File: src/rtl/ackrto_pkg.sv
// Shared types and constants for the ack RTO and congestion window block.
package ackrto_pkg;

	// session table
	localparam int SESSIONS = 16;
	localparam int SES_W    = (SESSIONS > 1) ? $clog2(SESSIONS) : 1;

	// field widths
	localparam int WIN_W = 16;
	localparam int CR_W  = 40;
	localparam int RTT_W = 48;
	localparam int TO_W  = 32;

	localparam logic [WIN_W-1:0] WIN_MAX    = '1;
	localparam logic [CR_W-1:0]  CREDIT_MAX = '1;
	localparam logic [TO_W-1:0]  TIMEOUT_RESET = 32'd1000000;

	// divider: dividend bits, divisor bits, bits retired per cycle
	localparam int DIV_W     = 42;
	localparam int DVS_W     = CR_W;
	localparam int REM_W     = DVS_W + 1;
	localparam int DIV_BITS  = 2;
	localparam int DIV_STEPS = DIV_W / DIV_BITS;
	localparam int DCNT_W    = $clog2(DIV_STEPS);

	// event codes
	localparam logic OP_ACK  = 1'b0;
	localparam logic OP_LOSS = 1'b1;

	// configuration register indexes
	typedef enum logic [2:0] {
		REG_SEGMENT     = 3'd0,
		REG_RTO_FLOOR   = 3'd1,
		REG_RTO_CEIL    = 3'd2,
		REG_THR_FLOOR   = 3'd3,
		REG_LOSS_ADD    = 3'd4,
		REG_START_WIN   = 3'd5,
		REG_START_THR   = 3'd6
	} cfg_reg_t;

	// per-session table entry
	typedef struct packed {
		logic [WIN_W-1:0] win;
		logic [WIN_W-1:0] thr;
		logic [CR_W-1:0]  credit;
		logic [WIN_W-1:0] peer;
	} entry_t;

	// sequencer states
	typedef enum logic [3:0] {
		S_IDLE,
		S_READ,
		S_RTO,
		S_DIV1,
		S_CMP,
		S_DIV2,
		S_CAP,
		S_WB
	} state_t;

endpackage

File: src/rtl/ackrto_div.sv
// Iterative restoring divider, two quotient bits per cycle.
module ackrto_div (
	input  logic                            clk,
	input  logic                            arst_n,
	input  logic                            start,
	input  logic [ackrto_pkg::DIV_W-1:0]    dividend,
	input  logic [ackrto_pkg::DVS_W-1:0]    divisor,
	output logic                            busy,
	output logic                            done,
	output logic [ackrto_pkg::DIV_W-1:0]    quotient
);
	import ackrto_pkg::*;

	logic [REM_W-1:0]  rem_q, rem_n, trial;
	logic [DIV_W-1:0]  quo_q, quo_n;
	logic [DVS_W-1:0]  dvs_q;
	logic [DCNT_W-1:0] cnt_q;
	logic              busy_q, done_q;

	// two shift-subtract steps
	always_comb begin
		rem_n = rem_q;
		quo_n = quo_q;
		trial = '0;
		for (int i = 0; i < DIV_BITS; i++) begin
			trial = {rem_n[REM_W-2:0], quo_n[DIV_W-1]};
			quo_n = {quo_n[DIV_W-2:0], 1'b0};
			if (trial >= {1'b0, dvs_q}) begin
				rem_n    = trial - {1'b0, dvs_q};
				quo_n[0] = 1'b1;
			end else begin
				rem_n = trial;
			end
		end
	end

	always_ff @(posedge clk or negedge arst_n) begin
		if (!arst_n) begin
			busy_q <= 1'b0;
			done_q <= 1'b0;
			cnt_q  <= '0;
		end else begin
			done_q <= 1'b0;
			if (start) begin
				busy_q <= 1'b1;
				cnt_q  <= '0;
			end else if (busy_q) begin
				cnt_q <= cnt_q + 1'b1;
				if (cnt_q == DCNT_W'(DIV_STEPS - 1)) begin
					busy_q <= 1'b0;
					done_q <= 1'b1;
				end
			end
		end
	end

	// operands and partial results
	always_ff @(posedge clk) begin
		if (start) begin
			rem_q <= '0;
			quo_q <= dividend;
			dvs_q <= divisor;
		end else if (busy_q) begin
			rem_q <= rem_n;
			quo_q <= quo_n;
		end
	end

	assign busy     = busy_q;
	assign done     = done_q;
	assign quotient = quo_q;

endmodule

File: config.mk
export PLATFORM = sky130hd
export DESIGN_NAME = ackrto_div
export DESIGN_NICKNAME = d
export VERILOG_FILES = /design/src/rtl/ackrto_pkg.sv /design/src/rtl/ackrto_div.sv
export SDC_FILE = /design/constraint.sdc
export NUM_CORES = 1
export LEC_CHECK = 0
export BUFFER_PORTS_ARGS = -buffer_cell sky130_fd_sc_hd__buf_2
export CELL_PAD_IN_SITES_DETAIL_PLACEMENT = 1
export CELL_PAD_IN_SITES_GLOBAL_PLACEMENT = 2
export CORE_MARGIN = 4
export CORE_UTILIZATION = 40
export CTS_BUF_LIST = sky130_fd_sc_hd__clkbuf_2 sky130_fd_sc_hd__clkbuf_4 sky130_fd_sc_hd__clkbuf_8
export DETAILED_ROUTE_END_ITERATION = 10
export PLACE_DENSITY = 0.86
export SLEW_MARGIN = 20
export SYNTH_ARGS = -nofsm -noshare
export SYNTH_HDL_FRONTEND = slang
export SYNTH_SLANG_ARGS = --single-unit
File: constraint.sdc
create_clock -name clk -period 7.8 [get_ports clk]
set_input_delay 1.56 -clock clk [delete_from_list [all_inputs] [get_ports clk]]
set_output_delay 1.56 -clock clk [all_outputs]
set_load 0.03 [all_outputs]
# ---- After elaboration in Yosys (flattened, before gate mapping)
# Cells that the tools add are included.
dict set report classes {
  n_addsub 3
  multipliers 0
  n_div 0
  order_cmp 2
  eq_ne 1
  shift 0
  muxes 14
  bitwise_logic 0
  n_reduce_logical 1
}
# cell n
set ops {}
lappend ops {{42-bit 2-to-1 mux} 2}
lappend ops {{41-bit by 40-bit greater-or-equal comparator with 1-bit output} 2}
lappend ops {{40-bit 2-to-1 mux} 2}
lappend ops {{40-bit subtractor} 2}
lappend ops {{5-bit 2-to-1 mux} 2}
lappend ops {{1-bit 2-to-1 mux} 8}
lappend ops {{5-bit by 1-bit adder with 5-bit output, second input constant} 1}
lappend ops {{5-bit equality test, second input constant} 1}
lappend ops {{2-bit nonzero test} 1}
dict set report word_totals {
  reg_bits 129
  latchBits 0
  ram_bits 0
  romBits 0
  output_inout_bits 44
  word_cells 27
  memories 0
}

# ---- Depth between registers and ports, before layout
dict set report logic_depth {
  ltp_word 6
  ltp_mapped 26
  mapped_depth_nobuf 23
}

# ---- Worst setup path before layout
# No wires, ideal clock.
dict set report synth_path {
  kind {reg2reg}
  from {register quo_q[41], in the netlist quotient[41]}
  to {register rem_q[35]}
  setup_ns 0.116
  arrival_ns 5.218
  required_ns 7.684
  slack_ns 2.466
  path_stages_with_launch 26
  n_path_buf 4
  period_less_slack_ns 5.334
  cell_sequence {edfxtp_1 -> inv_1 -> ha_1 -> nor2b_1 -> o31ai_1 -> a21oi_2 -> a21oi_1 -> o41ai_2 -> a211o_1 -> buf_2 -> buf_2 -> buf_2 -> nor2_1 -> a21oi_1 -> ha_1 -> nor2b_1 -> o21ai_0 -> a2111o_1 -> a41oi_1 -> o311ai_1 -> a31oi_1 -> a21o_1 -> nor3_4 -> buf_6 -> o32ai_1 -> a31o_2}
}
dict set report synth_between {
  elab_chain_cells 4
  word_cells_on_any_way 6
}
# element line_no
set synth_lines {}
lappend synth_lines {{from (decl)} ackrto_div.sv:15} ;# logic [DIV_W-1:0] quo_q, quo_n;
lappend synth_lines {{from (signal assigned)} ackrto_div.sv:61} ;# quo_q <= dividend;
lappend synth_lines {{from (signal assigned)} ackrto_div.sv:65} ;# quo_q <= quo_n;
lappend synth_lines {{40-bit subtractor or 41-bit by 40-bit greater-or-equal comparator with 1-bit output (tied branches)} {ackrto_div.sv:29, ackrto_div.sv:28}}
lappend synth_lines {{40-bit 2-to-1 mux *} ackrto_div.sv:28} ;# if (trial >= {1'b0, dvs_q}) begin
lappend synth_lines {{40-bit subtractor or 41-bit by 40-bit greater-or-equal comparator with 1-bit output (tied branches)} {ackrto_div.sv:29, ackrto_div.sv:28}}
lappend synth_lines {{40-bit 2-to-1 mux *} ackrto_div.sv:28}
lappend synth_lines {{to (signal assigned)} ackrto_div.sv:64} ;# rem_q <= rem_n;
lappend synth_lines {{to (decl)} ackrto_div.sv:14} ;# logic [REM_W-1:0] rem_q, rem_n, trial;
# Every way passes the cells marked *; elsewhere a longest branch is shown, timed or not.
# A chain may end at the register's enable or synchronous reset.

# ---- Final worst setup path
dict set report layout_path {
  from {register dvs_q[2]}
  to {register rem_q[0]}
}
dict set report layout_between {
  elab_chain_cells 4
  word_cells_on_any_way 5
}
# element line_no
set layout_lines {}
lappend layout_lines {{from (decl)} ackrto_div.sv:16} ;# logic [DVS_W-1:0] dvs_q;
lappend layout_lines {{from (signal assigned)} ackrto_div.sv:62} ;# dvs_q <= divisor;
lappend layout_lines {{40-bit subtractor or 41-bit by 40-bit greater-or-equal comparator with 1-bit output (tied branches)} {ackrto_div.sv:29, ackrto_div.sv:28}}
lappend layout_lines {{40-bit 2-to-1 mux} ackrto_div.sv:28}
lappend layout_lines {{41-bit by 40-bit greater-or-equal comparator with 1-bit output *} ackrto_div.sv:28}
lappend layout_lines {{40-bit 2-to-1 mux *} ackrto_div.sv:28}
# Marks and branches as above.

==> results by stage <==
STA:
- At the pin with the least slew margin, the transition time is 0.7761 ns.
- Setup repair after global routing left no endpoint under its margin.
- The count of final hold-check violations is 0.
- Measured against its own limit, the worst slew margin works out to 48.26%.
- After layout, the worst path uses 84.37% of the clock period.
- The count of final max-slew check failures is 0.
- Setup violations remaining at the end of the flow were counted as 0.
- The sum of negative setup slack is 0 ns.
- The worst clock skew is 0.02298 ns.
- The top achievable clock speed is 152.0 MHz.
- The shortest period the worst path allows is 6.581 ns.

Synth:
- The share of flip-flops with an asynchronous set or reset is 5.426%.
- The top cell type's share of synthesized area is 24.54%.
- The count of flip-flops with a built-in enable after synthesis is 82.
- The synthesized design contains 129 register bits.
- The cell taking the most area after synthesis is sky130_fd_sc_hd__edfxtp_1.
- The Yosys step of the flow raised 0 warnings.
- By area the synthesized netlist is led by sky130_fd_sc_hd__edfxtp_1 25%, sky130_fd_sc_hd__ha_1 10%, sky130_fd_sc_hd__dfxtp_1 8.0%.
- The commonest cells after synthesis are 110 x sky130_fd_sc_hd__nor2_1, 99 x sky130_fd_sc_hd__a21oi_1, 94 x sky130_fd_sc_hd__nand2_1.
- Among all flip-flop cells after synthesis, the most frequent one is sky130_fd_sc_hd__edfxtp_1.
- After synthesis the cells add up to 0.01004 mm².
- Summing the sequential cell areas from Yosys gives 34.26% of the chip area.
- After technology mapping, the gate count stands at 1127.
- Yosys instantiated no cell more often than sky130_fd_sc_hd__nor2_1.
- The average instance area after synthesis is 8.905 µm².
- Counting every net in the synthesized netlist gives 1296.
- The number of distinct library cell variants in the gate-level netlist after synthesis is 73.

Global routing:
- The number of global-route vias before repair was 9463.
- Entering global routing, the biggest net connects 63 pins.
- The final global-route overflow total is 0.
- The initial antenna violation count was 0.
- The global-route usage over all layers is 22.91%.
- The wire length of the first global-routing pass is 51760 µm.

Job:
- Across the run, the number of max-cap violations was 0.

Die:
- The floorplan die height is 166.4 µm.
- The initial cell density of the core is 40.91%.
- The number of standard-cell rows in the floorplan is 57.
- The floorplan die width is 166.4 µm.
- For this design the top-level I/O count stands at 129.
- The placeable core region is 0.02453 mm².
- The die covers 0.02769 mm².

Detailed routing:
- The wire length on met2 is 14870 µm.
- The total iterations of the first detailed-routing run is 5.
- The via-per-instance ratio is 5.754.
- The first routing iteration left 620 violations.
- The highest routed metal layer is met4.
- In this run the remaining antenna-violating nets after routing total 0.
- The detailed-route DRC error count is 0.
- The count of vias placed by the detailed router is 9033.
- Summed over all layers, the routed wires come to 32210 µm.
- After detailed routing, the average wire length per cell comes to 20.51 µm.
- In the detailed route, the total length drawn on met3 is 1770 µm.
- The routed length on met1 is 14970 µm.

Placed design:
- Input and output buffers added on the ports amount to 128.
- The total half-perimeter wirelength after legalization and detailed placement is 24720 µm.
- The placed cell count is 1538.
- At the end of routability-driven placement, the weighted congestion stood at 0.8680.

Clock network:
- Clock-pin slew was measured on the worst setup and hold paths at 0.09 ns.
- For this design, the CTS-stage hold fixing added 0 buffers.
- The later pin in the worst-skew pair is clocked with a latency of 0.48 ns.
- Gates resized during post-CTS repair numbered 0.
- The total number of H-tree levels is 4.
- The number of setup buffers added after CTS is 0.
- The clock root buffer is sky130_fd_sc_hd__clkbuf_8.
- The number of clock buffers added by TritonCTS is 17.
- The tree built by TritonCTS fans out to 129 sinks.
- The maximum root-to-sink buffer count is 2.
- TritonCTS built the clock tree.

Setup path:
- STA classifies the critical path startpoint as a flop.
- For the worst setup path, the data arrival time is 6.96 ns.
- The critical path in this run is classified as reg -> reg.
- The worst setup path is captured at a flop.
- The required arrival time at the worst endpoint is 8.18 ns.
- Of all nets on the critical path, the largest fanout is 38.

Hold path:
- The path type of the worst min-delay path is reg -> reg.

Power and ir drop:
- The areal power density over the cells is 476.3 mW/mm².
- After layout, the design draws a total of 0.005400 W.
- The worst ir drop on vdd is 0.2429 mV.
- Summed over all cells, the static leakage comes to 4.965 nW.

Finish:
- Fill cells in the final layout number 2966.
- The number of diodes is 0.
- The post-route netlist has 19.66% of its cells at a drive strength greater than 1.
- The final layout net count is 1402.
- The filler-free cell count of the finished design is 1570.
- The area growth from synthesis to layout is 12.95%.

Run status:
- The run finished with clean final reports.
==> layout make-up <==
cell class	instances	area, µm²	area share, %
clock inverters	15	173.9	1.534
multi-input cells	877	6106	53.86
clock buffers	17	234.0	2.064
repair buffers	137	710.7	6.269
well taps	324	405.4	3.576
inverters	71	266.5	2.351
flip-flops and latches	129	3440	30.34
==> routing by layer <==
| layer | GRT usage, % | vias up |
|---|---|---|
| met4 | 6.119 | 0 |
| met1 | 30.85 | 4408 |
| met5 | 0 | - |
| li1 | - | 4354 |
| met3 | 4.975 | 36 |
| met2 | 37.45 | 235 |
==> cell usage in the layout (no fill, tap or decap), types with 7 or more instances in the layout <==
master,Yosys,final
sky130_fd_sc_hd__a21oi_1,99,99
sky130_fd_sc_hd__ha_1,82,82
sky130_fd_sc_hd__clkbuf_8,0,17
sky130_fd_sc_hd__xnor2_1,42,42
sky130_fd_sc_hd__o211ai_1,12,12
sky130_fd_sc_hd__nor2b_1,7,7
sky130_fd_sc_hd__or2_2,7,7
sky130_fd_sc_hd__nand4_1,20,20
sky130_fd_sc_hd__nor3_1,17,17
sky130_fd_sc_hd__dfxtp_1,40,40
sky130_fd_sc_hd__edfxtp_1,82,82
sky130_fd_sc_hd__buf_2,10,127
sky130_fd_sc_hd__o21a_1,9,9
sky130_fd_sc_hd__o21ai_0,59,59
sky130_fd_sc_hd__a21o_1,28,28
sky130_fd_sc_hd__nand3_1,27,27
sky130_fd_sc_hd__mux2_2,55,55
sky130_fd_sc_hd__nand2_1,94,94
sky130_fd_sc_hd__inv_1,71,70
sky130_fd_sc_hd__buf_4,1,10
sky130_fd_sc_hd__a211oi_1,30,30
sky130_fd_sc_hd__mux2i_1,28,28
sky130_fd_sc_hd__o21bai_1,11,11
sky130_fd_sc_hd__a31oi_1,14,14
sky130_fd_sc_hd__nor2_1,110,110
sky130_fd_sc_hd__xor2_1,28,28
==> flip-flops by register name (all words and copies together) (netlist names) <==
name / count
rem_q: 40
busy: 1
quotient: 42
dvs_q: 40
cnt_q: 5
done: 1
==> worst paths after layout <==
kind / start / endpoint / slack (ns) / depth (start not counted)
min in group asynchronous: arst_n / busy / 0.91 / 1
max in group asynchronous: arst_n / busy / 6.71 / 1
setup reg to reg: dvs_q[2] / rem_q[0] / 1.22 / 22
setup / recovery: dvs_q[2] / rem_q[0] / 1.22 / 22
hold / removal: rem_q[10] / rem_q[10] / 0.49 / 2
hold reg to reg: rem_q[10] / rem_q[10] / 0.49 / 2
==> power breakdown <==
group          internal, W  switching, W  total, W  leakage [nW]
registers         0.000874     0.0000964  0.000970          1.26
logic              0.00150       0.00229   0.00379          3.51
clock network     0.000295      0.000341  0.000636         0.201
==> kinds of logic after synthesis <==
group | after synthesis | synth area share (%)
adders and majority gates | 84 | 10.62
buffers and inverters | 121 | 4.912
muxes | 83 | 8.964
and+or+nand+nor | 316 | 14.36
AOI/OAI and AO/OA | 324 | 20.77
DFF | 129 | 34.26
xor gates and xnor gates | 70 | 6.109
==> worst max-delay path, stage by stage (launching register included) <==
cell and delay [ns]:
sky130_fd_sc_hd__edfxtp_1 0.35, sky130_fd_sc_hd__inv_1 0.06, sky130_fd_sc_hd__ha_1 0.41, sky130_fd_sc_hd__o21a_1 0.15, sky130_fd_sc_hd__o31ai_1 0.09, sky130_fd_sc_hd__a21oi_2 0.26
sky130_fd_sc_hd__a21oi_1 0.19, sky130_fd_sc_hd__o41ai_2 0.41, sky130_fd_sc_hd__a211o_2 0.59, sky130_fd_sc_hd__buf_4 0.49, sky130_fd_sc_hd__mux2_2 0.42, sky130_fd_sc_hd__ha_1 0.44
sky130_fd_sc_hd__nand2_1 0.12, sky130_fd_sc_hd__or3_1 0.39, sky130_fd_sc_hd__a2111o_1 0.33, sky130_fd_sc_hd__a41oi_1 0.30, sky130_fd_sc_hd__o311ai_1 0.19, sky130_fd_sc_hd__a31oi_1 0.21
sky130_fd_sc_hd__a21o_1 0.16, sky130_fd_sc_hd__nor3_4 0.06, sky130_fd_sc_hd__buf_4 0.25, sky130_fd_sc_hd__or2_2 0.32, sky130_fd_sc_hd__a311oi_1 0.28
==> through the flow <==
step	setup WS [ns]	util, %	hold slack [ns]	instance area [µm²]
after floorplan	2.466	-	0.4433	10040
after global placement	1.514	44.54	0.4668	10930
after detailed placement	1.330	44.54	0.4759	10930
after CTS	1.253	46.21	0.4895	11340
after global routing	0.7729	46.21	0.5146	11340
final	1.219	46.21	0.4864	11340
(Power assumes the default switching activity.)
